[src/sv/assert_macros.svh]
// Assertion macros shared by the files that carry checks.
`ifndef ASSERT_MACROS_SVH
`define ASSERT_MACROS_SVH

// Checked at every rising clock edge outside reset.
`define ASSERT_CLK(label, prop, msg) \
    label: assert property (@(posedge clk) disable iff (!rst_n) (prop)) else $error(msg);

// Checked at every rising clock edge, reset included.
`define ASSERT_ALWAYS(label, prop, msg) \
    label: assert property (@(posedge clk) (prop)) else $error(msg);

`endif

[src/sv/dds_pkg.sv]
`default_nettype none

package dds_pkg;

    localparam int DIST_W = 16;

    typedef logic [DIST_W-1:0] dist_t;

    localparam dist_t DIST_INF = {DIST_W{1'b1}};

    typedef enum logic [1:0] {
        ST_IDLE,
        ST_SCAN,
        ST_RELAX
    } state_t;

    typedef struct packed {
        logic init;
        logic relax;
    } cell_ctrl_t;

endpackage

`default_nettype wire

[src/sv/dds_cell.sv]
`default_nettype none

module dds_cell
    import dds_pkg::*;
#(
    parameter int INDEX = 0,
    parameter int IW = 6,
    parameter int CW = 7
)
(
    input  wire logic          clk,
    input  wire logic          rst_n,
    input  wire cell_ctrl_t    ctrl,
    input  wire logic [CW-1:0] init_n,
    input  wire logic [IW-1:0] init_src,
    input  wire logic [IW-1:0] last_idx,
    input  wire logic [IW-1:0] pick_node,
    input  wire dist_t         pick_dist,
    input  wire dist_t         best_in,
    input  wire logic [IW-1:0] pick_in,
    input  wire dist_t         last_in,
    output dist_t              best_out,
    output logic [IW-1:0]      pick_out,
    output dist_t              last_out
);

    localparam logic [IW-1:0] MY_IDX = IW'(INDEX);
    localparam logic [CW-1:0] MY_CNT = CW'(INDEX);

    dist_t           dist_reg;
    dist_t           dist_next;
    logic            visited_reg;
    logic            visited_next;
    dist_t           best_reg;
    dist_t           best_next;
    logic [IW-1:0]   pick_reg;
    logic [IW-1:0]   pick_next;
    dist_t           last_reg;
    dist_t           last_next;

    logic [IW-1:0]   diff;
    logic [IW:0]     weight;
    logic [DIST_W:0] sum;
    dist_t           cand;
    logic            take;

    always_comb
    begin
        diff   = (MY_IDX > pick_node) ? (MY_IDX - pick_node) : (pick_node - MY_IDX);
        weight = {diff, 1'b0} - (IW+1)'(1);
        sum    = {1'b0, pick_dist} + (DIST_W+1)'(weight);
        cand   = sum[DIST_W] ? DIST_INF : sum[DIST_W-1:0];

        dist_next    = dist_reg;
        visited_next = visited_reg;
        if (ctrl.init)
        begin
            dist_next    = (MY_IDX == init_src) ? '0 : DIST_INF;
            visited_next = (MY_CNT >= init_n);
        end
        else if (ctrl.relax)
        begin
            if (MY_IDX == pick_node)
            begin
                visited_next = 1'b1;
            end
            else if (!visited_reg && pick_dist != DIST_INF && cand < dist_reg)
            begin
                dist_next = cand;
            end
        end

        take      = !visited_reg && (dist_reg <= best_in);
        best_next = take ? dist_reg : best_in;
        pick_next = take ? MY_IDX : pick_in;
        last_next = (MY_IDX == last_idx) ? dist_reg : last_in;
    end

    always_ff @(posedge clk or negedge rst_n)
    begin
        if (!rst_n)
        begin
            visited_reg <= 1'b0;
        end
        else
        begin
            visited_reg <= visited_next;
        end
    end

    always_ff @(posedge clk)
    begin
        dist_reg <= dist_next;
        best_reg <= best_next;
        pick_reg <= pick_next;
        last_reg <= last_next;
    end

    assign best_out = best_reg;
    assign pick_out = pick_reg;
    assign last_out = last_reg;

endmodule

`default_nettype wire

[config.mk]
export PLATFORM = sky130hd
export DESIGN_NAME = dds_cell
export DESIGN_NICKNAME = d
export VERILOG_FILES = /design/src/sv/assert_macros.svh /design/src/sv/dds_pkg.sv /design/src/sv/dds_cell.sv
export SDC_FILE = /design/constraint.sdc
export NUM_CORES = 1
export LEC_CHECK = 0
export BUFFER_PORTS_ARGS = -buffer_cell sky130_fd_sc_hd__buf_4
export CORE_UTILIZATION = 50
export DETAILED_ROUTE_END_ITERATION = 8
export GPL_ROUTABILITY_DRIVEN = 0
export PLACE_DENSITY = 0.9
export SLEW_MARGIN = 5
export SYNTH_ARGS = -nofsm -noshare
export SYNTH_HDL_FRONTEND = slang
export SYNTH_SLANG_ARGS = --single-unit
export TNS_END_PERCENT = 30
[constraint.sdc]
create_clock -name clk -period 3.8 [get_ports clk]
set_clock_uncertainty 0.05 [all_clocks]
set_input_delay 0.19 -clock clk [delete_from_list [all_inputs] [get_ports clk]]
set_output_delay 0.19 -clock clk [all_outputs]
set_load 0.005 [all_outputs]
==> metrics.md <==
| Metric | Value |
|---|---|
| Total track usage | `between 20% and 30%` |
| Min-delay src | `last_in[0]` |
| CP Cell Sequence | `buf_4 > or3_1 > nor3_2 > xor2_1 > ha_1 > o21ai_0 > o21bai_1 > nand4_1 > xor2_1 > nand2_1 > ha_1 > a21oi_1 > o21ai_0 > a2111oi_2 > a21oi_1 > a31oi_4 > buf_12` |
| Largest net degree at the start of global routing | `33` |
| Worst R2R Start | `dist_reg[12]$_DFFE_PP_` |
| Critical-path top delay cell | `or3_1` |
| H-tree depth | `2` |
| TritonCTS clock tree | `built` |
| Worst-Skew Late Latency | `310 ps` |
| CTS max path bufs | `2` |
| Setup bufs post-CTS | `0` |
| Post-synth ARST share | `1.82%` |
| Initial DRC Count | `about 230` |
| Antenna cells | `0` |
| Non-Filler Instances | `just under 600` |
| Synth top area share | `about 23%` |
| # setup viols final | `0` |
| Area Overhead vs Synth | `35.4%` |
| CP Class | `in -> reg` |
| Cells after Synth | `around 370` |
| Signal arrival time at the worst endpoint | `around 3600 ps` |
| Required @ worst endpoint | `roughly 3800 ps` |
| DR WL/cell | `roughly 15 um` |
| Max cap viols | `0` |
| CTS root buf | `clkbuf_8` |
| Post-synth EDFFs | `16` |
| First-pass GRT wire length | `approximately 14000 um` |
| Detail Route Antenna Nets | `0` |
| CP max FO | `16` |
| Hold Path Sink | `last_out[0]$_DFF_P_` |
| Ports | `around 120` |
| Via/cell ratio | `approximately 5.6` |
| Largest family of logic cells by synthesized area | `compound AO/OA/AOI/OAI gates` |
| DRT Pass-1 Iters | `7` |
| # clock sinks | `55` |
| Gate power share | `roughly a third` |
| Crit path time final | `3620 ps` |
| Clk network pwr share | `roughly a quarter` |
| Placed cells | `570` |
| Sequential area share after synthesis | `roughly 38%` |
| Max VDD drop | `190 uV` |
| YS warnings | `0` |
| Leakage | `roughly 2.2 nW` |
| Flops & latches, synth | `55` |
| Fin Setup TNS | `0 ps` |
| Sw Pwr | `0.490 mW` |
| Synth cell types | `47` |
| DRC violations left | `30` |
| Critical Path End Type | `flop` |
| Core Util, Final | `70.7%` |
| Vias in the first global route | `~3100` |
| Flop pwr share | `a little over two fifths` |
| Fin. Hold Viols | `0` |
| XOR/XNOR Fraction of Synth Area | `approximately 3.7%` |
| Achievable Freq | `roughly 280 MHz` |
| Syn_nets | `approximately 500` |
| Core footprint | `about 6400 um^2` |
| Hold path cells | `3` |
| Post-synthesis simple-gate area fraction | `about 16%` |
| Commonest non-fill, non-tap cells in the layout | `buf_4, nand2_1, ha_1, inv_1, dfxtp_1` |
| Total power | `between 1.5 and 2 mW` |
| Clk pin slew, worst setup/hold paths | `about 100 ps` |
| Final wirelength | `roughly 8700 um` |
| Slowest stage delay, CP | `approximately 400 ps` |
| Worst path bufs/invs | `2` |
| Die Y-Extent | `approximately 84 um` |
| Initial antenna violation count | `0` |
| Synth top area cells | `dfxtp_1, ha_1, edfxtp_1` |
| Reg2Reg Setup Slack | `1230 ps` |
| Mux contribution to synthesized area | `5.15%` |
| Top FF cell, synth | `dfxtp_1` |
| Pint | `roughly 1.1 mW` |
| Clock buffer count from CTS | `5` |
| Dpl hpwl | `~7000 um` |
| Die Wd | `83.9 um` |
| Count of final max-slew check failures | `0` |
| Worst-margin pin slew | `roughly 820 ps` |
| Status | `complete, but fails checks` |
| Cell row count | `29` |
| Sw frac | `approximately 30%` |
| RSZ-0062 raised after global routing | `no` |
| Crit-path leading delay family | `compound AO/OA/AOI/OAI gates` |
| Register-to-Register Path Depth | `7` |
| Die area | `7040 um^2` |
| Syn avg cell area | `8.97 um^2` |
| Buffers on Ports | `120` |
| Reg-to-Reg End | `best_out[0]$_DFF_P_` |
| Cell taking the most area after synthesis | `dfxtp_1` |
| Synth Area in Compound Gates | `between 10% and 20%` |
| Adder-Cell Fraction of Synth Area | `~15%` |
| Worst setup SP type | `input pin` |
| Worst slew margin | `a little under half` |
| Final worst-path cycle share | `95.3%` |
| Grt total ovfl | `0` |
| Worst Hold Class | `in -> reg` |
| Initial core utilization | `52.2%` |
| Power Dens Cells | `~360 nW/um^2` |
| Most common cell after layout, fill and taps aside | `buf_4` |
| Fraction of layout cells with a size suffix above 1 | `roughly 30%` |
| Failing checks | `DRC` |
| Vias | `3246` |
| Nets | `624` |
| Synth Cell Area | `between 3000 and 4000 um^2` |
==> cells by family after synthesis <==
kind of cell / Yosys count
AO/OA/AOI/OAI: 90
flip-flops: 55
adder cells (fa/ha/maj): 40
buffers and inverters: 50
multiplexers: 17
AND/OR/NAND/NOR: 108
XOR/XNOR: 14
==> timing repair <==
action / CTS / global route
endpoints found under the setup margin: 0 / 16
hold endpoints to repair: 1 / 0
gates resized for setup: 0 / 3
hold buffers: 1 / 0
==> final cells by class <==
| cell class | count | area (um^2) |
|---|---|---|
| multi-input combinational | 269 | 1910 |
| clock buffer | 5 | 68.8 |
| fill | 460 | 1880 |
| clock inverter | 3 | 47.5 |
| tap | 77 | 96.3 |
| timing repair buffer | 132 | 1010 |
| inverter | 38 | 143 |
| sequential | 55 | 1270 |
==> power by group through the flow <==
stage               Clock, mW  Combinational, mW  Sequential, mW
global placement            0              0.503           0.711
finish                  0.393              0.545           0.701
global route            0.421              0.598           0.706
floorplan                   0              0.294           0.714
CTS                     0.396              0.537           0.701
detailed placement          0              0.530           0.713
==> Yosys cell counts (all sizes together) (2+ instances only) <==
master   instances
nand2           42
ha              39
dfxtp           38
inv             38
a21oi           32
o21ai           29
edfxtp          16
nor2            16
mux2i           15
xor2            12
nand4           11
nor3             9
buf              7
nand3            7
and2             6
a31oi            5
clkbuf           5
a211oi           4
a21o             4
nor4             4
or3              4
o21bai           3
a2111oi          2
a21boi           2
a221oi           2
and3             2
mux2             2
nor3b            2
o211ai           2
xnor2            2
==> how the worst max path moves through the flow <==
stage / start / endpoint / slack [ps] / depth (start not counted)
2_1_floorplan: pick_node[3] / dist_reg[0]$_DFFE_PP_ / 4 / 15
3_3_place_gp: pick_node[3] / dist_reg[4]$_DFFE_PP_ / 60 / 18
3_5_place_dp: pick_node[3] / dist_reg[5]$_DFFE_PP_ / -130 / 17
4_1_cts: pick_node[3] / dist_reg[5]$_DFFE_PP_ / 200 / 17
5_1_grt: pick_node[3] / dist_reg[6]$_DFFE_PP_ / 10 / 17
6_report: pick_node[3] / dist_reg[5]$_DFFE_PP_ / 180 / 17
==> routing by layer <==
metal | track usage [%] | routed length (um) | up-vias
met5 | 0 | 0 | -
met4 | 9.40 | 228 | 0
met3 | 4.35 | 780 | 19
met2 | 44.4 | 4270 | 177
met1 | 28.3 | 3430 | 1471
li1 | - | - | 1579
==> per-stage QoR <==
step	area, um^2	setup slack [ps]	hold WS [ps]
5_1_grt	4540	10.6	13.8
4_1_cts	4530	199	16.7
2_1_floorplan	3380	4.43	-156
6_report	4540	179	16.8
3_3_place_gp	4400	55.8	-82.6
3_5_place_dp	4400	-127	-83.1
==> worst reg2reg max path, stage by stage, from the launching register on <==
cell and delay (ps):
edfxtp_1 430, ha_1 340, nand4_1 170, or3_1 410
a21o_1 190, a31oi_4 170, buf_4 330, mux2_2 380
Power figures use the tool's default switching activity.
